## config.mk

```make
export PLATFORM = sky130hd
export DESIGN_NAME = ffha_ram
export DESIGN_NICKNAME = d
export VERILOG_FILES = /design/src/hw/rtl/first_fit_heap_allocator_top_macros.svh /design/src/hw/rtl/ffha_ram.sv
export SDC_FILE = /design/constraint.sdc
export NUM_CORES = 1
export LEC_CHECK = 0
export ABC_AREA = 1
export BUFFER_PORTS_ARGS = -buffer_cell sky130_fd_sc_hd__buf_2
export CAP_MARGIN = 20
export CORE_ASPECT_RATIO = 1.75
export CORE_MARGIN = 8
export CORE_UTILIZATION = 35
export CTS_CLUSTER_SIZE = 12
export DETAILED_ROUTE_END_ITERATION = 12
export PLACE_DENSITY = 0.6
export REMOVE_ABC_BUFFERS = 1
export SLEW_MARGIN = 20
export SYNTH_ARGS = -nofsm -noshare
export SYNTH_HDL_FRONTEND = slang
export SYNTH_SLANG_ARGS = --single-unit
```

## constraint.sdc

```tcl
create_clock -name i_clk -period 2.9 [get_ports i_clk]
set_input_delay 0 -clock i_clk [delete_from_list [all_inputs] [get_ports i_clk]]
set_output_delay 0 -clock i_clk [all_outputs]
set_load 0.05 [all_outputs]
```

## src/hw/rtl/first_fit_heap_allocator_top_macros.svh

```systemverilog
// assertion macros shared by the heap allocator rtl
`ifndef FIRST_FIT_HEAP_ALLOCATOR_TOP_MACROS_SVH
`define FIRST_FIT_HEAP_ALLOCATOR_TOP_MACROS_SVH

// condition implies consequence in the same cycle
`define FFHA_ASSERT_SAME(label, clk, rst_n, ante, cons, msg) \
    label: assert property (@(posedge clk) disable iff (!rst_n) (ante) |-> (cons)) \
        else $error(msg);

// condition implies consequence in the next cycle
`define FFHA_ASSERT_NEXT(label, clk, rst_n, ante, cons, msg) \
    label: assert property (@(posedge clk) disable iff (!rst_n) (ante) |=> (cons)) \
        else $error(msg);

`endif

```

## src/hw/rtl/ffha_ram.sv

```systemverilog
// generic single-clock ram, one write port and one registered read port
`default_nettype none

module ffha_ram #(
    parameter int WIDTH = 8,
    parameter int DEPTH = 16
) (
    input  wire logic                     i_clk,
    input  wire logic                     i_we,
    input  wire logic [$clog2(DEPTH)-1:0] i_waddr,
    input  wire logic [WIDTH-1:0]         i_wdata,
    input  wire logic                     i_re,
    input  wire logic [$clog2(DEPTH)-1:0] i_raddr,
    output logic      [WIDTH-1:0]         o_rdata
);

    logic [WIDTH-1:0] r_mem [DEPTH];

    always_ff @(posedge i_clk) begin
        if (i_we) begin
            r_mem[i_waddr] <= i_wdata;
        end
        if (i_re) begin
            o_rdata <= r_mem[i_raddr];
        end
    end

endmodule

`default_nettype wire

```

# Yosys cells after proc, flatten, opt, wreduce, memory -nomap -nowiden
# Memory sizes are Yosys's and may differ from the RTL's. A register that Yosys moved wholly into a read port is not among the register bits.
# Cells that the tools add are included.
[op_classes]
n_mux = 2
[ops]
columns = ["op", "count"]
rows = [
  ["two-way mux 1 bit", 2],
]
[word_totals]
memories = 1
elab_cells = 3
out_inout_bits = 8
regBits = 0
ram_bits = 128
input_bits = 19
[memory_table]
columns = ["name", "words", "word_bits", "rd", "rd_clocked_by_memory_dff", "write_ports", "line", "source"]
rows = [
  ["r_mem", 16, 8, 1, 1, 1, "ffha_ram.sv:17", "logic [WIDTH-1:0] r_mem [DEPTH];"],
]

# Logic depth before layout (Yosys ltp)
# Gate-level depths: netlist of run 1.
[logic_depth]
word_depth = 2
ltp_mapped = 8
mapped_depth_nobuf = 7

# Worst setup path before layout of run 1
# OpenSTA, ideal clock, no wires.
[synth_timing]
path_type = "input -> register"
start = "input port i_waddr[2]"
end = "memory r_mem[10][0], enable pin"
required_time_ns = 2.530
cell_stages = 2
setup_ns = 0.370
arrival_time_ns = 0.581
n_path_buf = 0
slack_ns = 1.949
cell_sequence = "nand3b_1 nor2_1"
[synth_lines]
columns = ["element", "line", "source"]
rows = [
  ["start: declaration", "ffha_ram.sv:10", "input wire logic [$clog2(DEPTH)-1:0] i_waddr,"],
  ["end: declaration", "ffha_ram.sv:17", ""],
]
# Straight into the memory's write port.

==> results.json, run 1 <==
{
  "status": "completed",
  "vias": 3784,
  "antenna_found_initial": 0,
  "setup_violations": 0,
  "ys_types": 11,
  "place_congestion": 0.842,
  "synth_area_per_cell_sq_um": 10.6,
  "cp_cell_sequence": "buf_2 > inv_2 > buf_4 > nand2_1 > nand3_1 > nand3_1 > nand3_1 > nand2_1",
  "worstPathArrival_ns": 1.46,
  "synth_area_leaders": "edfxtp_1, nand2_1, nand3_1",
  "rsz0062_at_grt": "no",
  "die-width_um": 114,
  "diodes": 0,
  "gr-total-overflow": 0,
  "start_util": 0.357,
  "critPathKind": "input pin to register",
  "core_area_sq_mm": 0.0164,
  "place_area_sq_mm": 0.00612,
  "cts_tree": "built",
  "fp-row-count": 62,
  "yosysTopAreaCell": "edfxtp_1",
  "cp-end-kind": "register",
  "synthCells": 551,
  "synth_top_area_frac": 0.698,
  "ff2ff_setup_slack_ns": 1.67,
  "die_area_sq_mm": 0.0213,
  "cp_slowest_cell": "inv_2",
  "cts_root_buffer": "clkbuf_16",
  "syn2layout_area_growth_pct": 15.1,
  "power_leakage_nw": 2.83,
  "tightestPinTransition_ns": 1.01,
  "required_ns": 3.06,
  "initialDrtViolationCount": 330,
  "period_minus_slack_ns": 1.30,
  "finalClockSkew_ns": 0.00894,
  "gr-usage-all-layers": 0.135,
  "cts_sinks": 136,
  "slew_violations": 0,
  "portBuffers": 26,
  "ant_nets": 0,
  "ir_worst_vdd_v": 0.000317,
  "via_per_inst": 4.64,
  "yosysWarnings": 0,
  "routed_wl_um": 13700,
  "clk_path_buf_depth": 2,
  "critPathMaxStageDelay_ns": 0.63,
  "mostFrequentLayoutCells": "nand2_1, edfxtp_1, inv_1",
  "setup_tns_ns": 0,
  "maxCapViolCount": 0,
  "drt-pass1-iter-count": 5,
  "final_area_sq_mm": 0.00673,
  "clk_latency_ns": 0.41,
  "timing.fmax_ghz": 0.771,
  "io_pins": 27,
  "synth.cell_area_sq_mm": 0.00585,
  "cp_max_fo": 51,
  "synth-seq-area-share": 0.698,
  "htreeDepth": 4,
  "cp-start-kind": "input pin",
  "final_common_cell": "nand2_1",
  "path_clk_slew_ns": 0.06,
  "min_period_over_period": 0.447,
  "hp-class": "input pin to register",
  "die_h_um": 187,
  "wire_per_inst_um": 16.8,
  "grt_pass1_wl_um": 21600,
  "nets": 598,
  "drive_gt1_frac": 0.105,
  "grt_max_degree": 65,
  "crit_path_frequent_cell": "nand3_1",
  "hpwl_um": 9000,
  "slew_headroom": 0.322,
  "ys_ff_latch": 136,
  "grt_pass1_vias": 4003,
  "numCtsBuffers": 17,
  "hold_violations": 0,
  "p_per_area_mw_per_mm2": 685,
  "drc_errors": 0
}
==> metrics by stage <==
step / util / total power [W] / hold WS [ns] / worst slack [ns] / std cells
6_report: 0.411 / 0.00461 / 0.0262 / 1.60 / 816
5_1_grt: 0.411 / 0.00475 / 0.0183 / 1.46 / 816
4_1_cts: 0.411 / 0.00463 / 0.00786 / 1.62 / 816
3_5_place_dp: 0.374 / 0.00256 / 0.363 / 1.18 / 781
3_3_place_gp: 0.374 / 0.00255 / 0.349 / 1.23 / 781
2_1_floorplan: - / 0.00242 / 0.0989 / 1.78 / 527
==> sequential cells by signal, summed over array words and instances (netlist names) <==
name and count:
r_mem 128, o_rdata 8
==> per-layer routing <==
metal	part of all wire	vias up	track usage
li1	-	1837	-
met1	0.37	1814	0.144
met2	0.56	116	0.247
met3	0.049	17	0.0268
met4	0.021	0	0.0634
met5	0	-	0
==> report_power, final <==
part	internal, W	leakage (nW)	switching [W]
Sequential	0.00221	1.24	0.0000107
Clock	0.00127	0.271	0.000823
Combinational	0.0000723	1.33	0.000221
Total	0.00356	2.83	0.00105
==> final cells by class <==
| type | instances | area, sq um |
|---|---|---|
| clock buffers | 18 | 429 |
| clock inverters | 14 | 148 |
| fillers | 1540 | 9640 |
| inverters | 102 | 383 |
| multi-input cells | 289 | 1210 |
| flip-flops and latches | 136 | 4080 |
| well taps | 224 | 280 |
| repair buffers | 33 | 190 |
==> cells in the mapped netlist <==
library cell and count:
buf_1 1, buf_6 6, edfxtp_1 136, nor2_1 17
nand3b_1 2, nand3_1 97, nand2_1 173, buf_2 13
inv_1 100, inv_2 2, buf_4 4
==> worst paths after layout <==
check,startpoint,cells after the start,end
worst max-delay path,i_raddr[0],8,o_rdata[4]
worst min-delay path,i_wdata[2],1,r_mem[8][2]
worst max register to register,r_mem[5][5],6,o_rdata[5]
worst min register to register,r_mem[13][1],6,o_rdata[1]
==> repair_timing <==
action                     4_1_cts  5_1_grt
hold buffers                     3        0
hold endpoints to repair        15        0
setup endpoints to repair        0        0
resized for setup                0        0
buffers inserted                 0        0
==> cells by family (layout without fill, tap and decap cells) <==
logic type,after synthesis,after routing,synth area share
AND/OR/NAND/NOR,289,289,0.208
flip-flops,136,136,0.698
buffers and inverters,126,167,0.0939
==> worst max-delay path: cells and delay by family <==
family        cells  cell delay (ns)
buf+inv           3             1.02
simple gates      5             0.42
(Power assumes the default switching activity.)
==> run 2: changes to the inputs <==
--- a/config.mk
+++ b/config.mk
@@ -5,7 +5,7 @@
 export SDC_FILE = /design/constraint.sdc
 export NUM_CORES = 1
 export LEC_CHECK = 0
-export ABC_AREA = 1
+export ABC_AREA = 0
 export BUFFER_PORTS_ARGS = -buffer_cell sky130_fd_sc_hd__buf_2
 export CAP_MARGIN = 20
 export CORE_ASPECT_RATIO = 1.75
@@ -13,7 +13,7 @@
 export CORE_UTILIZATION = 35
 export CTS_CLUSTER_SIZE = 12
 export DETAILED_ROUTE_END_ITERATION = 12
-export PLACE_DENSITY = 0.6
+export PLACE_DENSITY = 0.62
 export REMOVE_ABC_BUFFERS = 1
 export SLEW_MARGIN = 20
 export SYNTH_ARGS = -nofsm -noshare
==> constraint.sdc (replaced) <==
create_clock -name i_clk -period 1.05 [get_ports i_clk]
set_input_delay 0 -clock i_clk [delete_from_list [all_inputs] [get_ports i_clk]]
set_output_delay 0 -clock i_clk [all_outputs]
set_load 0.05 [all_outputs]
==> results.json, run 2 <==
{
  "die_h_um": 178,
  "io_pins": 27,
  "clk_latency_ns": 0.42,
  "violations": "setup timing",
  "grt_pass1_wl_um": 16100,
  "die_area_sq_mm": 0.0193,
  "antenna_found_initial": 0,
  "hold_violations": 0,
  "mostFrequentLayoutCells": "edfxtp_1, mux4_2, buf_4",
  "rsz0062_at_grt": "yes",
  "maxCapViolCount": 0,
  "synth_edf_count": 136,
  "p_per_area_mw_per_mm2": 1940,
  "status": "finished with violations",
  "cts_root_buffer": "clkbuf_16",
  "worst_slack_ns": -0.359,
  "portBuffers": 26,
  "synth_ff_type": "edfxtp_1",
  "power_leakage_nw": 2.12,
  "clk_path_buf_depth": 2,
  "critPathMaxStageDelay_ns": 0.50,
  "hpwl_um": 7220,
  "gr-total-overflow": 0,
  "synth-seq-area-share": 0.781,
  "synth_area_leaders": "edfxtp_1, mux4_2, mux4_1",
  "cp_slowest_cell": "mux4_2",
  "ant_nets": 0,
  "yosysMostFrequentCell": "edfxtp_1",
  "drc_errors": 0,
  "via_per_inst": 5.10,
  "routed_wl_um": 10500,
  "slew_headroom": 0.374,
  "synth.cell_area_sq_mm": 0.00523,
  "final_common_cell": "edfxtp_1",
  "vias": 2520,
  "tightestPinTransition_ns": 0.936,
  "reg_top3": "r_mem x128, o_rdata x8",
  "numCtsBuffers": 17,
  "yosysTopAreaCell": "edfxtp_1",
  "cp_max_fo": 1,
  "drt-pass1-iter-count": 5,
  "htreeDepth": 4,
  "syn2layout_area_growth_pct": 22.2,
  "place_congestion": 0.714,
  "place_area_sq_mm": 0.00573,
  "drive_gt1_frac": 0.386,
  "finalClockSkew_ns": 0.0109,
  "die-width_um": 108,
  "wire_per_inst_um": 21.2,
  "critPathKind": "register to register",
  "path_clk_slew_ns": 0.07,
  "dpl_worst_slack_ns": -0.503,
  "worstPathArrival_ns": 1.59,
  "grt_pass1_vias": 2645,
  "ir_worst_vdd_v": 0.000892,
  "setup_violations": 8,
  "synthTopCellsByCount": "edfxtp_1, mux4_2, a22oi_1",
  "final_area_sq_mm": 0.00639,
  "required_ns": 1.23,
  "diodes": 0,
  "ys_ff_latch": 136,
  "nets": 317,
  "cp-end-kind": "register",
  "async_flop_share": 0,
  "grt_max_degree": 27,
  "yosysWarnings": 0,
  "period_minus_slack_ns": 1.41,
  "cts_sinks": 136,
  "min_period_over_period": 1.34,
  "slew_violations": 0,
  "synth_area_per_cell_sq_um": 22.8,
  "fp-row-count": 59,
  "timing.fmax_ghz": 0.710,
  "multi_input_area_sq_mm": 0.00104,
  "synthCells": 229,
  "synth_top_area_frac": 0.781,
  "largest_reg_flops": 128,
  "regArea_sq_mm": 0.00408,
  "fillers": 1258,
  "start_util": 0.354,
  "gr-usage-all-layers": 0.118,
  "cts_setup_buffers": 0,
  "cp-start-kind": "register",
  "hp-class": "input pin to register",
  "ys_types": 18,
  "cp_cell_sequence": "mux4_2 > a22oi_2 > nand2_1",
  "largest-register": "r_mem",
  "cts_tree": "built",
  "core_area_sq_mm": 0.0148,
  "initialDrtViolationCount": 158
}
-- run 2: cells by family after synthesis --
| family | share of synthesized area |
|---|---|
| buf+inv | 0.0165 |
| flops | 0.781 |
| mux | 0.148 |
| compound gates | 0.0230 |
| simple gates | 0.0314 |
-- run 2: worst paths after layout --
kind                      from     endpoint  slack (ns)  depth (start not counted)
setup / recovery   r_mem[2][1]   o_rdata[1]       -0.36                          3
hold / removal      i_waddr[0]  r_mem[4][1]        0.17                          3
setup reg to reg   r_mem[2][1]   o_rdata[1]       -0.36                          3
hold reg to reg   r_mem[13][0]   o_rdata[0]        0.74                          3
-- run 2: worst max-delay path: cells and delay by family, from the launching register on --
family / cells / cell delay (ns)
mux: 1 / 0.50
flops: 1 / 0.38
compound gates: 1 / 0.20
simple gates: 1 / 0.08
-- run 2: metal layers --
layer / vias to the layer above / wire (um) / global-route usage / share of wire
met5: - / 0 / 0 / 0
met4: 0 / 288 / 0.0602 / 0.027
met3: 16 / 347 / 0.0327 / 0.033
met2: 77 / 5780 / 0.207 / 0.55
met1: 1313 / 4060 / 0.125 / 0.39
li1: 1114 / - / - / -
-- run 2: power breakdown --
group,leakage [nW],switching (W),internal (W)
Sequential,1.24,0.0000376,0.00612
Clock,0.270,0.00241,0.00311
Combinational,0.616,0.000419,0.000312
Total,2.12,0.00287,0.00953
-- run 2: repair_timing --
item	CTS	global route
pin swaps	9	2
endpoints found under the hold margin	136	0
hold buffers	9	0
cloned	0	0
gates resized for setup	25	5
setup endpoints to repair	12	13
-- run 2: area by class of cell --
| class | instances | area share |
|---|---|---|
| Sequential cell | 136 | 0.639 |
| Multi-Input combinational cell | 83 | 0.163 |
| Timing Repair Buffer | 60 | 0.0745 |
| Clock buffer | 17 | 0.0666 |
| Tap cell | 183 | 0.0359 |
| Clock inverter | 15 | 0.0204 |
-- run 2: metrics by stage --
step | setup TNS (ns) | util | hold WS (ns) | total power, W | instances
2_1_floorplan | -13.20 | - | 0.0989 | 0.00659 | 219
3_3_place_gp | -12.38 | 0.388 | 0.370 | 0.00692 | 453
3_5_place_dp | -15.38 | 0.388 | 0.386 | 0.00694 | 453
4_1_cts | -2.60 | 0.432 | 0.142 | 0.0125 | 494
5_1_grt | -3.09 | 0.433 | 0.162 | 0.0128 | 494
6_report | -2.56 | 0.433 | 0.171 | 0.0124 | 494
==> run 3: changes to the inputs <==
--- a/config.mk
+++ b/config.mk
@@ -15,6 +15,7 @@
 export DETAILED_ROUTE_END_ITERATION = 12
 export PLACE_DENSITY = 0.62
 export REMOVE_ABC_BUFFERS = 1
+export SETUP_SLACK_MARGIN = 0.2
 export SLEW_MARGIN = 20
 export SYNTH_ARGS = -nofsm -noshare
 export SYNTH_HDL_FRONTEND = slang
==> results.json, run 3 (synthesis gave the netlist of run 2 again) <==
{
  "status": "finished with violations",
  "violations": "setup timing",
  "hold_violations": 0,
  "multi_input_area_sq_mm": 0.00104,
  "power_leakage_nw": 2.13,
  "largest-register": "r_mem",
  "io_pins": 27,
  "r2r_start": "r_mem[2][1]",
  "worstPathArrival_ns": 1.58,
  "syn2layout_area_growth_pct": 22.6,
  "critPathMaxStageDelay_ns": 0.49,
  "cp_slowest_cell": "mux4_2",
  "tightestPinTransition_ns": 0.938,
  "fp-row-count": 59,
  "setup_tns_ns": -2.57,
  "die_h_um": 178,
  "final_util": 0.434,
  "regArea_sq_mm": 0.00408,
  "min_period_over_period": 1.33,
  "hpwl_um": 7220,
  "reg2reg_to": "o_rdata[1]",
  "p_per_area_mw_per_mm2": 1940,
  "period_minus_slack_ns": 1.40,
  "nets": 317,
  "grt_max_degree": 27,
  "critPathKind": "register to register",
  "drt-pass1-iter-count": 5,
  "numCtsBuffers": 17,
  "timing.fmax_ghz": 0.715,
  "largest_reg_flops": 128,
  "ff2ff_setup_slack_ns": -0.35,
  "min_path_cells": 3,
  "path_clk_slew_ns": 0.07,
  "p_int_w": 0.00955,
  "hp-class": "input pin to register",
  "clk_latency_ns": 0.42,
  "setup_violations": 8,
  "cts_sinks": 136,
  "core_area_sq_mm": 0.0148,
  "place_congestion": 0.714,
  "grt_pass1_vias": 2650,
  "worst-path-buf-inv": 0,
  "wire_per_inst_um": 21.3,
  "rr_worst_depth": 3,
  "switching_share": 0.232,
  "gr-usage-all-layers": 0.118,
  "p_total_w": 0.0124,
  "cp_top_family": "multiplexers",
  "seq_power_share": 0.495,
  "gr-total-overflow": 0,
  "cp-start-kind": "register",
  "cts_root_buffer": "clkbuf_16",
  "diodes": 0,
  "slew_violations": 0,
  "antenna_found_initial": 0,
  "mostFrequentLayoutCells": "edfxtp_1, mux4_2, buf_4",
  "comb_power_share": 0.060,
  "final_common_cell": "edfxtp_1",
  "die-width_um": 108,
  "clk_path_buf_depth": 2,
  "final_area_sq_mm": 0.00641,
  "required_ns": 1.23,
  "start_util": 0.354,
  "clkPwrFrac": 0.445,
  "htreeDepth": 4,
  "cts_setup_buffers": 0,
  "worst_slack_ns": -0.349,
  "vias": 2509,
  "routed_wl_um": 10500,
  "grt_pass1_wl_um": 16100,
  "finalClockSkew_ns": 0.00967,
  "cp_max_fo": 1,
  "cp-end-kind": "register",
  "drc_errors": 0,
  "ir_worst_vdd_v": 0.000894,
  "dpl_worst_slack_ns": -0.503,
  "slew_headroom": 0.372,
  "hp-start": "i_waddr[0]",
  "rsz0062_at_grt": "yes",
  "crit_start": "r_mem[2][1]",
  "hold_end": "r_mem[0][6]",
  "cp_cell_sequence": "mux4_2 > a22oi_2 > nand2_1",
  "reg_top3": "r_mem x128, o_rdata x8",
  "place_area_sq_mm": 0.00573,
  "via_per_inst": 5.08,
  "ant_nets": 0,
  "fillers": 1258,
  "p_switching_w": 0.00288,
  "initialDrtViolationCount": 176,
  "drive_gt1_frac": 0.386,
  "maxCapViolCount": 0,
  "die_area_sq_mm": 0.0193,
  "cts_tree": "built",
  "portBuffers": 26
}
-- run 3: worst max-delay path by stage --
stage	to	slack [ns]	depth (start not counted)
3_3_place_gp	o_rdata[3]	-0.48	5
2_1_floorplan	r_mem[0][0]	-0.44	2
4_1_cts	o_rdata[4]	-0.35	3
5_1_grt	o_rdata[1]	-0.41	3
6_report	o_rdata[1]	-0.35	3
3_5_place_dp	o_rdata[5]	-0.50	5
-- run 3: power groups by stage --
stage               Clock (W)  Sequential (W)  Combinational (W)
floorplan                   0         0.00635           0.000244
global placement            0         0.00626           0.000658
detailed placement          0         0.00627           0.000672
CTS                   0.00563         0.00616           0.000756
global route          0.00585         0.00616           0.000803
finish                0.00553         0.00616           0.000744
-- run 3: cell type report --
type | count | area share
clock inverter | 15 | 0.0203
clock buffer | 17 | 0.0664
sequential | 136 | 0.637
multi-input combinational | 83 | 0.163
tap | 183 | 0.0357
timing repair buffer | 60 | 0.0773
-- run 3: layer usage --
layer	GRT usage	vias to the layer above	wire length [um]
met4	0.0602	0	273
met3	0.0320	14	418
met5	0	-	0
met1	0.126	1304	4020
li1	-	1114	-
met2	0.207	77	5810
-- run 3: what timing repair did --
item	4_1_cts	5_1_grt
hold endpoints to repair	136	0
endpoints found under the setup margin	24	16
gates resized for setup	34	1
pin swaps	9	2
hold buffers	9	0
gates cloned	0	0
-- run 3: through the flow --
step                hold slack, ns  instances
floorplan                   0.0989        219
global route                 0.159        494
CTS                          0.139        494
detailed placement           0.386        453
global placement             0.370        453
finish                       0.166        494
-- run 3: worst min-delay path, cell delays in order --
cell and delay (ns):
buf_2 0.16, nor3_1 0.07, buf_4 0.17
