<file path="config.mk">
export PLATFORM = sky130hd
export DESIGN_NAME = ffha_ctrl
export DESIGN_NICKNAME = d
export VERILOG_FILES = /design/src/hw/rtl/ffha_pkg.sv /design/src/hw/rtl/ffha_ctrl.sv
export VERILOG_INCLUDE_DIRS = /design/src /design/src/hw/rtl
export SDC_FILE = /design/constraint.sdc
export NUM_CORES = 1
export LEC_CHECK = 0
export ABC_AREA = 1
export ABC_CLOCK_PERIOD_IN_PS = 5850
export BUFFER_PORTS_ARGS = -buffer_cell sky130_fd_sc_hd__buf_2
export CORE_ASPECT_RATIO = 1.75
export CORE_MARGIN = 2
export CORE_UTILIZATION = 35
export DETAILED_ROUTE_END_ITERATION = 10
export HOLD_SLACK_MARGIN = 0.02
export RECOVER_POWER = 25
export SYNTH_ARGS = -nofsm -noshare
export SYNTH_HDL_FRONTEND = slang
export SYNTH_SLANG_ARGS = --single-unit
</file>
<file path="constraint.sdc">
create_clock -name i_clk -period 5.85 [get_ports i_clk]
set_input_delay 0 -clock i_clk [delete_from_list [all_inputs] [get_ports i_clk]]
set_output_delay 0 -clock i_clk [all_outputs]
set_load 0.1 [all_outputs]
</file>
<file path="src/hw/rtl/first_fit_heap_allocator_top_macros.svh">
// assertion macros shared by the heap allocator rtl
`ifndef FIRST_FIT_HEAP_ALLOCATOR_TOP_MACROS_SVH
`define FIRST_FIT_HEAP_ALLOCATOR_TOP_MACROS_SVH

// condition implies consequence in the same cycle
`define FFHA_ASSERT_SAME(label, clk, rst_n, ante, cons, msg) \
    label: assert property (@(posedge clk) disable iff (!rst_n) (ante) |-> (cons)) \
        else $error(msg);

// condition implies consequence in the next cycle
`define FFHA_ASSERT_NEXT(label, clk, rst_n, ante, cons, msg) \
    label: assert property (@(posedge clk) disable iff (!rst_n) (ante) |=> (cons)) \
        else $error(msg);

`endif

</file>
<file path="src/hw/rtl/ffha_pkg.sv">
// types and constants of the first-fit heap allocator
`default_nettype none

package ffha_pkg;

    localparam int HEAP_BYTES   = 1024;
    localparam int HEADER_BYTES = 24;

    // fixed field widths of the request and response
    localparam int REQ_W  = 12;
    localparam int DOFF_W = 11;
    localparam int DOUT_W = 10;
    localparam int MRG_W  = 6;

    // block offsets and block sizes inside the heap
    localparam int OFF_W  = $clog2(HEAP_BYTES);
    localparam int SIZE_W = OFF_W + 1;
    localparam int SUM_W  = ((OFF_W > REQ_W) ? OFF_W : REQ_W) + 2;

    typedef enum logic {
        REQ_ALLOC = 1'b0,
        REQ_FREE  = 1'b1
    } t_req_kind;

    typedef enum logic [2:0] {
        ST_OK           = 3'd0,
        ST_ZERO_SIZE    = 3'd1,
        ST_NO_SPACE     = 3'd2,
        ST_BAD_OFFSET   = 3'd3,
        ST_ALREADY_FREE = 3'd4
    } t_status;

    typedef struct packed {
        t_req_kind           req_type;
        logic [REQ_W-1:0]    req_size;
        logic [DOFF_W-1:0]   data_offset_in;
    } t_req;

    typedef struct packed {
        t_status             status;
        logic [DOUT_W-1:0]   data_offset_out;
        logic [MRG_W-1:0]    merge_count;
    } t_rsp;

    // one block header as kept in the header memory
    typedef struct packed {
        logic                is_free;
        logic [SIZE_W-1:0]   size;
    } t_hdr;

    localparam int HDR_W = $bits(t_hdr);

endpackage

`default_nettype wire

</file>
<file path="src/hw/rtl/ffha_ctrl.sv">
// block walker: allocate, free and coalesce over the header memory
`default_nettype none

`include "first_fit_heap_allocator_top_macros.svh"

module ffha_ctrl
    import ffha_pkg::*;
(
    input  wire logic              i_clk,
    input  wire logic              i_rst_n,
    input  wire logic              i_req_valid,
    input  wire t_req              i_req,
    output logic                   o_req_stall,
    output logic                   o_res_valid,
    output t_rsp                   o_res,
    input  wire logic              i_res_take,
    output logic                   o_ram_we,
    output logic [OFF_W-1:0]       o_ram_waddr,
    output logic [HDR_W-1:0]       o_ram_wdata,
    output logic                   o_ram_re,
    output logic [OFF_W-1:0]       o_ram_raddr,
    input  wire logic [HDR_W-1:0]  i_ram_rdata
);

    typedef enum logic [7:0] {
        S_INIT     = 8'b0000_0001,
        S_IDLE     = 8'b0000_0010,
        S_WALK     = 8'b0000_0100,
        S_SPLIT    = 8'b0000_1000,
        S_CO_START = 8'b0001_0000,
        S_CO_CUR   = 8'b0010_0000,
        S_CO_NXT   = 8'b0100_0000,
        S_DONE     = 8'b1000_0000
    } t_state;

    localparam logic [SUM_W-1:0] HDR_S  = SUM_W'(HEADER_BYTES);
    localparam logic [SUM_W-1:0] HEAP_S = SUM_W'(HEAP_BYTES);

    t_state              r_state, n_state;
    t_req_kind           r_kind, n_kind;
    logic [REQ_W-1:0]    r_size, n_size;
    logic [DOFF_W-1:0]   r_doff, n_doff;
    logic [OFF_W-1:0]    r_off, n_off;
    logic [OFF_W-1:0]    r_nx, n_nx;
    logic [SIZE_W-1:0]   r_cur_size, n_cur_size;
    logic [MRG_W-1:0]    r_merges, n_merges;
    t_status             r_status, n_status;
    logic [DOUT_W-1:0]   r_dout, n_dout;

    t_hdr                hdr;
    t_hdr                wr_hdr;
    logic [SUM_W-1:0]    walk_nx;
    logic [SUM_W-1:0]    skip_nx;
    logic [SUM_W-1:0]    merged;
    logic [SUM_W-1:0]    merged_nx;
    logic [SUM_W-1:0]    split_at;
    logic [SUM_W-1:0]    split_rem;
    logic [SUM_W-1:0]    data_at;
    logic                fits;
    logic                do_split;

    assign hdr       = t_hdr'(i_ram_rdata);
    assign walk_nx   = SUM_W'(r_off) + HDR_S + SUM_W'(hdr.size);
    assign skip_nx   = SUM_W'(r_nx) + HDR_S + SUM_W'(hdr.size);
    assign merged    = SUM_W'(r_cur_size) + SUM_W'(hdr.size) + HDR_S;
    assign merged_nx = SUM_W'(r_off) + HDR_S + merged;
    assign split_at  = SUM_W'(r_off) + HDR_S + SUM_W'(r_size);
    assign split_rem = SUM_W'(hdr.size) - SUM_W'(r_size) - HDR_S;
    assign data_at   = SUM_W'(r_off) + HDR_S;
    assign fits      = hdr.is_free && (SUM_W'(hdr.size) >= SUM_W'(r_size));
    assign do_split  = SUM_W'(hdr.size) > (SUM_W'(r_size) + HDR_S);

    assign o_ram_wdata = wr_hdr;

    always_comb begin
        n_state     = r_state;
        n_kind      = r_kind;
        n_size      = r_size;
        n_doff      = r_doff;
        n_off       = r_off;
        n_nx        = r_nx;
        n_cur_size  = r_cur_size;
        n_merges    = r_merges;
        n_status    = r_status;
        n_dout      = r_dout;
        o_ram_we    = 1'b0;
        o_ram_waddr = r_off;
        wr_hdr      = '0;
        o_ram_re    = 1'b0;
        o_ram_raddr = r_off;

        unique case (r_state)
            S_INIT: begin
                // heap starts as one free block at offset zero
                o_ram_we       = 1'b1;
                o_ram_waddr    = '0;
                wr_hdr.is_free = 1'b1;
                wr_hdr.size    = SIZE_W'(HEAP_BYTES - HEADER_BYTES);
                n_state        = S_IDLE;
            end
            S_IDLE: begin
                if (i_req_valid) begin
                    n_kind   = i_req.req_type;
                    n_size   = i_req.req_size;
                    n_doff   = i_req.data_offset_in;
                    n_off    = '0;
                    n_merges = '0;
                    n_dout   = '0;
                    n_status = ST_OK;
                    if (i_req.req_type == REQ_ALLOC && i_req.req_size == '0) begin
                        n_status = ST_ZERO_SIZE;
                        n_state  = S_DONE;
                    end else if (i_req.req_type == REQ_FREE &&
                                 SUM_W'(i_req.data_offset_in) >= HEAP_S) begin
                        n_status = ST_BAD_OFFSET;
                        n_state  = S_DONE;
                    end else begin
                        o_ram_re    = 1'b1;
                        o_ram_raddr = '0;
                        n_state     = S_WALK;
                    end
                end
            end
            S_WALK: begin
                if (r_kind == REQ_ALLOC) begin
                    if (fits) begin
                        n_dout   = DOUT_W'(data_at);
                        n_status = ST_OK;
                        if (do_split) begin
                            // remainder becomes a new free block
                            o_ram_we       = 1'b1;
                            o_ram_waddr    = OFF_W'(split_at);
                            wr_hdr.is_free = 1'b1;
                            wr_hdr.size    = SIZE_W'(split_rem);
                            n_state        = S_SPLIT;
                        end else begin
                            o_ram_we       = 1'b1;
                            wr_hdr.is_free = 1'b0;
                            wr_hdr.size    = hdr.size;
                            n_state        = S_DONE;
                        end
                    end else if (walk_nx >= HEAP_S) begin
                        n_status = ST_NO_SPACE;
                        n_state  = S_DONE;
                    end else begin
                        o_ram_re    = 1'b1;
                        o_ram_raddr = OFF_W'(walk_nx);
                        n_off       = OFF_W'(walk_nx);
                    end
                end else begin
                    if (data_at == SUM_W'(r_doff)) begin
                        if (hdr.is_free) begin
                            n_status = ST_ALREADY_FREE;
                            n_state  = S_DONE;
                        end else begin
                            o_ram_we       = 1'b1;
                            wr_hdr.is_free = 1'b1;
                            wr_hdr.size    = hdr.size;
                            n_status       = ST_OK;
                            n_state        = S_CO_START;
                        end
                    end else if (walk_nx >= HEAP_S) begin
                        n_status = ST_BAD_OFFSET;
                        n_state  = S_DONE;
                    end else begin
                        o_ram_re    = 1'b1;
                        o_ram_raddr = OFF_W'(walk_nx);
                        n_off       = OFF_W'(walk_nx);
                    end
                end
            end
            S_SPLIT: begin
                o_ram_we       = 1'b1;
                wr_hdr.is_free = 1'b0;
                wr_hdr.size    = SIZE_W'(r_size);
                n_state        = S_DONE;
            end
            S_CO_START: begin
                o_ram_re    = 1'b1;
                o_ram_raddr = '0;
                n_off       = '0;
                n_state     = S_CO_CUR;
            end
            S_CO_CUR: begin
                if (walk_nx >= HEAP_S) begin
                    n_state = S_DONE;
                end else begin
                    o_ram_re    = 1'b1;
                    o_ram_raddr = OFF_W'(walk_nx);
                    if (hdr.is_free) begin
                        n_nx       = OFF_W'(walk_nx);
                        n_cur_size = hdr.size;
                        n_state    = S_CO_NXT;
                    end else begin
                        n_off = OFF_W'(walk_nx);
                    end
                end
            end
            S_CO_NXT: begin
                if (hdr.is_free) begin
                    // absorb the follower into the current free block
                    o_ram_we       = 1'b1;
                    wr_hdr.is_free = 1'b1;
                    wr_hdr.size    = SIZE_W'(merged);
                    n_cur_size     = SIZE_W'(merged);
                    if (r_merges != '1) begin
                        n_merges = r_merges + MRG_W'(1);
                    end
                    if (merged_nx >= HEAP_S) begin
                        n_state = S_DONE;
                    end else begin
                        o_ram_re    = 1'b1;
                        o_ram_raddr = OFF_W'(merged_nx);
                        n_nx        = OFF_W'(merged_nx);
                    end
                end else begin
                    // follower is allocated, step past it
                    if (skip_nx >= HEAP_S) begin
                        n_state = S_DONE;
                    end else begin
                        o_ram_re    = 1'b1;
                        o_ram_raddr = OFF_W'(skip_nx);
                        n_off       = OFF_W'(skip_nx);
                        n_state     = S_CO_CUR;
                    end
                end
            end
            S_DONE: begin
                if (i_res_take) begin
                    n_state = S_IDLE;
                end
            end
            default: begin
                n_state = S_INIT;
            end
        endcase
    end

    always_ff @(posedge i_clk) begin
        if (!i_rst_n) begin
            r_state <= S_INIT;
        end else begin
            r_state <= n_state;
        end
        r_kind     <= n_kind;
        r_size     <= n_size;
        r_doff     <= n_doff;
        r_off      <= n_off;
        r_nx       <= n_nx;
        r_cur_size <= n_cur_size;
        r_merges   <= n_merges;
        r_status   <= n_status;
        r_dout     <= n_dout;
    end

    assign o_req_stall           = (r_state != S_IDLE);
    assign o_res_valid           = (r_state == S_DONE);
    assign o_res.status          = r_status;
    assign o_res.data_offset_out = r_dout;
    assign o_res.merge_count     = r_merges;

    `FFHA_ASSERT_SAME(a_no_rw_clash, i_clk, i_rst_n, o_ram_we && o_ram_re, o_ram_waddr != o_ram_raddr, "header write and read hit the same entry")
    `FFHA_ASSERT_NEXT(a_accept_leaves_idle, i_clk, i_rst_n, (r_state == S_IDLE) && i_req_valid, r_state != S_IDLE, "accepted request did not start")
    `FFHA_ASSERT_SAME(a_err_fields_zero, i_clk, i_rst_n, o_res_valid && (r_status != ST_OK), (r_dout == '0) && (r_merges == '0), "error result carries data")

endmodule

`default_nettype wire
</file>
After elaboration in Yosys (flattened, before gate mapping)
Cells that the tools add are included.
{"block": "word_totals", "mem_bits_rw": 0, "rom_bits": 0, "memories": 0, "out_inout_bits": 55, "regBits": 82, "latch_bits": 0}
{"block": "classes", "shift": 0, "multipliers": 0, "mux": 86, "n_lt_le_gt_ge": 6, "n_addsub": 12, "bitwise_logic": 1, "div_mod_pow": 0, "eq_ne": 26, "n_reduce_logical": 17}
{"op": "2-to-1 mux 10 bit", "n": 23}
{"op": "2-to-1 mux 8 bit", "n": 15}
{"op": "case mux 10 bit (5 select lines)", "n": 2}
{"op": "2-to-1 mux 12 bit", "n": 6}
{"op": "case mux 8 bit (8 select lines)", "n": 1}
{"op": "case mux 10 bit (2 select lines)", "n": 3}
{"op": "case mux 12 bit (4 select lines)", "n": 1}
{"op": "adder 11 x 11 -> 12 bit", "n": 3}
{"op": "2-to-1 mux 11 bit", "n": 3}
{"op": ">= comparator 14 x 11 -> 1 bit, second input constant", "n": 2}
{"op": "adder 12 x 5 -> 13 bit, second input constant", "n": 2}
{"op": "adder 10 x 5 -> 11 bit, second input constant", "n": 2}
{"op": "case mux 11 bit (2 select lines)", "n": 1}
{"op": "2-to-1 mux 3 bit", "n": 7}
{"op": "!= test 2 bit, second input constant", "n": 10}
{"op": "AND reduction 4 bit", "n": 5}
{"op": "2-to-1 mux 6 bit", "n": 3}
{"op": "2-to-1 mux 1 bit", "n": 15}
{"op": "adder 11 x 13 -> 14 bit", "n": 1}
{"op": "> comparator 11 x 13 -> 1 bit", "n": 1}
{"op": ">= comparator 11 x 12 -> 1 bit", "n": 1}
{"op": ">= comparator 12 x 11 -> 1 bit, second input constant", "n": 1}
{"op": "logical NOT 12 bit", "n": 1}
{"op": "case mux 6 bit (2 select lines)", "n": 1}
{"op": "other kinds (30)", "n": 38}

Depth between registers and ports, before layout
{"block": "logic_depth", "word_depth": 7, "depth_mapped": 26}

Least setup slack after synthesis
Ideal clock, no wire load.
{"block": "synth_timing", "path_kind": "reg2reg", "from": "reg r_state[2]", "to": "reg r_state[7]", "stages_incl_launch_ff": 11, "arrival_time_ns": 4.375, "path_buffers": 0, "slack_ns": 1.357, "setup_time_ns": 0.118, "path_cell_list": "dfxtp_1 nor2_1 nand2_1 nor4_1 nand2_1 nand3_1 inv_1 nand2_1 inv_1 nand2_1 a21oi_2"}
{"block": "synth_between", "elab_chain_cells": 3}
{"item": "start, declared", "line_no": "ffha_ctrl.sv:39", "source": "t_state r_state, n_state;"}
{"item": "start signal, assigned", "line_no": "ffha_ctrl.sv:243", "source": "r_state <= n_state;"}
{"item": "== test 8 bit *"}
{"item": "via o_res_valid", "line_no": "ffha_ctrl.sv:14", "source": "output logic o_res_valid,"}
{"item": "!= test 2 x 1 -> 1 bit (no line)"}
{"item": "AND reduction 4 bit (no line)"}
Mark *: on every way through the listed nets, which the timed path passes. The rest lies on a longest branch.
A chain may end at the register's enable or synchronous reset.

Worst setup path after layout
{"block": "layout_timing", "from": "reg r_off[3]", "to": "out o_ram_raddr[3]"}
{"block": "layout_between", "elab_chain_cells": 7}
{"item": "start, declared", "line_no": "ffha_ctrl.sv:43", "source": "logic [OFF_W-1:0] r_off, n_off;"}
{"item": "start signal, assigned", "line_no": "ffha_ctrl.sv:248", "source": "r_off <= n_off;"}
{"item": "adder 10 x 5 -> 11 bit *", "line_no": "ffha_ctrl.sv:69", "source": "assign data_at = SUM_W'(r_off) + HDR_S;"}
{"item": "via data_at[3]", "line_no": "ffha_ctrl.sv:58", "source": "logic [SUM_W-1:0] data_at;"}
{"item": "adder 11 x 11 -> 12 bit", "line_no": "ffha_ctrl.sv:63", "source": "assign walk_nx = SUM_W'(r_off) + HDR_S + SUM_W'(hdr.size);"}
{"item": ">= comparator 14 x 11 -> 1 bit", "line_no": "ffha_ctrl.sv:142, ffha_ctrl.sv:162, ffha_ctrl.sv:185"}
{"item": "2-to-1 mux 10 bit", "line_no": "ffha_ctrl.sv:142, ffha_ctrl.sv:162, ffha_ctrl.sv:185"}
{"item": "2-to-1 mux 10 bit, on equally long branches"}
{"item": "2-to-1 mux 10 bit", "line_no": "ffha_ctrl.sv:125", "source": "if (r_kind == REQ_ALLOC) begin"}
{"item": "case mux 10 bit (5 select lines) *", "line_no": "ffha_ctrl.sv:92", "source": "unique case (r_state)"}
{"item": "end, declared", "line_no": "ffha_ctrl.sv:21", "source": "output logic [OFF_W-1:0] o_ram_raddr,"}
Marked as above.

==> summary.txt <==
Worst setup path
  – FF-to-FF Start: r_off[3]$_DFFE_PP_
  – Cells along the critical path: buf_4 > inv_2 > ha_1 > inv_1 > nand4_1 > nand2_1 > inv_1 > ha_1 > nand2_1 > nor2_1 > nand2_1 > nor2_1 > nor2_1 > nand3_2 > nand2_1 > nand2_1 > nand2_1 > o211ai_1 > nand2_1 > nand2_1 > nor2_1 > nand3_1 > buf_2
  – Crit Path Max Fanout: 15
  – Peak per-stage delay on the critical path: 0.69 ns
  – Worst path slowest cell: nor2_1
  – R2R Setup Slk: 0.88 ns
  – CP endpoint kind: output pin
  – Worst Reg-to-Reg Cells: 20
  – CP Launch Type: register
  – CP required: 5.85 ns
  – Critical path class: reg -> out
  – RR Endpoint: r_nx[9]$_DFFE_PP_
  – Most common cell on crit path: nand2_1
  – Delay-heaviest family, CP: simple AND/OR/NAND/NOR gates
  – CP Depth: 23
  – Worst Path Arrival: around 5.3 ns
  – Buffers plus inverters on the worst setup path: 5

Cells and area
  – Synth-to-Final Area Change: 13.97%
  – Final core utilization: 40.57%
  – Net count, final: 1,760
  – Layout cells sized above 1: 8.333%
  – Antenna cells: 0

STA
  – Fin Setup TNS: 0 ns
  – # setup viols final: 0
  – Worst slew pin tran: 1.841 ns
  – Final min period: about 5.3 ns
  – Setup Skew: 0.007214 ns
  – RSZ-0062 raised after global routing: false
  – Fin crit share: 90.79%
  – Max Transition Viols Final: 36
  – Final hold slack: 0.09135 ns
  – Slew margin rel.: -22.75%
  – Fmax: 0.1883 GHz
  – Final Hold Vio Count: 0

Drt
  – DRT iter0 DRCs: 778
  – Vias: 10,600
  – Routed vias/inst: 5.352
  – Pre-antenna DRT Iters: 7
  – Total wire length: 39,360 microns
  – ANT nets after route: 0
  – Post-DR wirelength/cell: ~20 microns
  – Residual DRC: 0

Floorplan
  – Die X: 131.7 microns
  – Core area: between 20,000 and 30,000 sq um
  – Die area: between 20,000 and 30,000 sq um
  – Die height: 227.5 microns
  – Starting density of the core: 35.60%
  – # IOs: 95
  – Row cnt: 81

CTS
  – Root buf cell: clkbuf_16
  – Max Root-Sink Buffers: 2
  – CTS Hold Bufs: 27
  – Clock slew at reported path FFs: 0.07 ns
  – Clock sink count: 82
  – Cts bufs inserted: 9
  – Post-CTS Setup Inserts: 0
  – Clock Latency Late Sink: around 0.38 ns
  – Htree depth: 3
  – CTS tree: yes
  – # resized after CTS: 0

Synthesis
  – Netlist Area Pre-Place: 9993 sq um
  – Gate Count Post-Synth: ~1,500
  – Syn nets: 1,653
  – Async set or reset register ratio after synthesis: 0%
  – #FFs+latches synth: 82
  – Number of synthesized flops with an enable pin: 74
  – Synth cell types: between 50 and 60
  – Avg Cell Area, Syn: 6.680 sq um
  – Synth warnings: 0
  – Sequential area share after synthesis: 23.84%
  – Top FF cell, synth: edfxtp_1

Worst hold path
  – Hold EP: r_cur_size[0]$_DFFE_PP_
  – Min-delay src: i_ram_rdata[0]
  – HP Class: in -> reg
  – Cells on Worst Hold Path: 3

Status
  – Status: finished, violations left
  – Violated checks: max-capacitance violations, max-slew violations

Power and ir drop
  – Pleak: 5.656 nW
  – Maximum vdd drop: 0.2457 mV
  – Pwr per Cell Area: 249.4 nW/um^2

Global route
  – Total grt overflow: 0
  – Initial antenna violation count: 0
  – Largest net degree at the start of global routing: 36
  – Gr usage total: 26.27%
  – First-pass GRT wire length: approximately 59,000 microns
  – Vias in the first global route: 10,500

Placed design
  – RD Place Congestion: 0.9613
  – DP Wirelength: around 31,000 microns
  – Port buffer count: 94

Flow run
  – Max-Cap Viols: 1
-- synthesized netlist by cell type, drive strengths merged, types with 7 or more instances --
| library cell | instances | area (sq um) |
|---|---|---|
| a21oi | 76 | 387.9 |
| a31oi | 8 | 50.05 |
| buf | 21 | 133.9 |
| clkbuf | 21 | 78.83 |
| dfxtp | 8 | 160.2 |
| edfxtp | 74 | 2222 |
| fa | 10 | 200.2 |
| ha | 107 | 1339 |
| inv | 219 | 824.6 |
| nand2 | 421 | 1603 |
| nand3 | 148 | 783.3 |
| nand3b | 7 | 52.55 |
| nand4 | 21 | 131.4 |
| nor2 | 135 | 526.8 |
| nor3 | 14 | 70.07 |
| o211ai | 30 | 240.2 |
| o21ai | 83 | 419.2 |
| o21bai | 11 | 86.33 |
| xnor2 | 20 | 175.2 |
| xor2 | 31 | 279.0 |
-- layer usage --
metal | wire length, microns | share of wire, % | global-route usage [%] | vias up
met5 | 0 | 0 | 0 | -
met4 | 3114 | 7.9 | 20.02 | 0
met3 | 1854 | 4.7 | 2.828 | 155
met2 | 20380 | 52 | 50.01 | 456
met1 | 14020 | 36 | 26.08 | 4826
li1 | - | - | - | 5166
-- registers in the layout (all words and copies together) (netlist names) --
signal and count:
r_size 12, r_cur_size 11, r_doff 11, r_dout 10
r_nx 10, r_off 10, r_state 8, r_merges 6
r_status 3, r_kind 1
-- worst register-to-register path, cell delays in order (launching register included) --
cell,delay (ns)
edfxtp_1,0.33
buf_4,0.22
inv_2,0.18
ha_1,0.26
inv_1,0.15
nand4_1,0.16
nand2_1,0.23
inv_1,0.19
ha_1,0.38
nand2_1,0.14
nor2_1,0.07
nand2_1,0.06
nor2_1,0.05
nor2_1,0.69
nand3_2,0.52
nand2_1,0.17
inv_1,0.09
nor2_1,0.11
buf_4,0.25
a21boi_0,0.21
buf_4,0.22
-- placed cells by master, fill, tap and decap left out, types with 7 or more instances in the layout --
master | synthesis | final
nand2_1 | 414 | 414
inv_1 | 207 | 207
nand3_1 | 141 | 141
nor2_1 | 131 | 130
ha_1 | 107 | 107
a21oi_1 | 74 | 74
edfxtp_1 | 74 | 74
o21ai_0 | 65 | 65
buf_2 | 11 | 62
clkbuf_1 | 21 | 35
xor2_1 | 30 | 30
o211ai_1 | 27 | 27
dlygate4sd3_1 | 0 | 27
nand4_1 | 21 | 21
xnor2_1 | 20 | 20
o21ai_1 | 17 | 17
buf_4 | 3 | 15
nor3_1 | 14 | 14
inv_2 | 11 | 11
clkbuf_16 | 0 | 11
o21bai_1 | 10 | 10
fa_1 | 10 | 10
a31oi_1 | 8 | 8
dfxtp_1 | 8 | 8
nand3b_1 | 7 | 7
-- power breakdown --
part	internal, W	total [W]	switching (W)
Combinational	0.000358	0.00150	0.00115
Clock	0.000354	0.000622	0.000268
Sequential	0.000676	0.000713	0.0000377
-- how the worst max path moves through the flow --
stage | start | endpoint | slack, ns
global route | i_ram_rdata[4] | o_ram_raddr[3] | 0.31
finish | r_off[3]$_DFFE_PP_ | o_ram_raddr[3] | 0.54
floorplan | r_state[2]$_SDFFE_PN0P_ | r_state[7]$_SDFFE_PN0P_ | 1.36
detailed placement | r_off[4]$_DFFE_PP_ | r_nx[9]$_DFFE_PP_ | 1.03
global placement | r_off[4]$_DFFE_PP_ | r_nx[2]$_DFFE_PP_ | 0.97
CTS | r_off[4]$_DFFE_PP_ | o_ram_raddr[3] | 0.69
-- final cells by class --
class / count / area [sq um]
clock buffer: 13 / 292.8
clock inverter: 3 / 26.28
fill: 3025 / 16680
inverter: 221 / 832.0
multi-input combinational: 1151 / 6569
sequential: 82 / 2382
tap: 373 / 466.7
timing repair buffer: 138 / 820.8
-- stage by stage --
step                power (W)  cell area (sq um)  cells  setup WS [ns]
finish               0.002840              11390   1981         0.5386
global route         0.002983              11390   1981         0.3102
CTS                  0.002843              11440   1981         0.6940
detailed placement   0.002198              10850   1938          1.031
global placement     0.002197              10850   1938         0.9734
floorplan            0.001829               9993   1496          1.357
-- logic make-up (layout without fill, tap and decap cells) --
logic type               count (synthesis)  count (layout)  share of synthesized area, %
AND/OR/NAND/NOR                        756             756                         32.42
adder cells (fa/ha/maj)                117             117                         15.40
flip-flops                              82              82                         23.84
buffers and inverters                  263             375                         10.45
XOR/XNOR                                51              51                         4.545
AO/OA/AOI/OAI                          227             227                         13.35
Power figures use the tool's default switching activity.
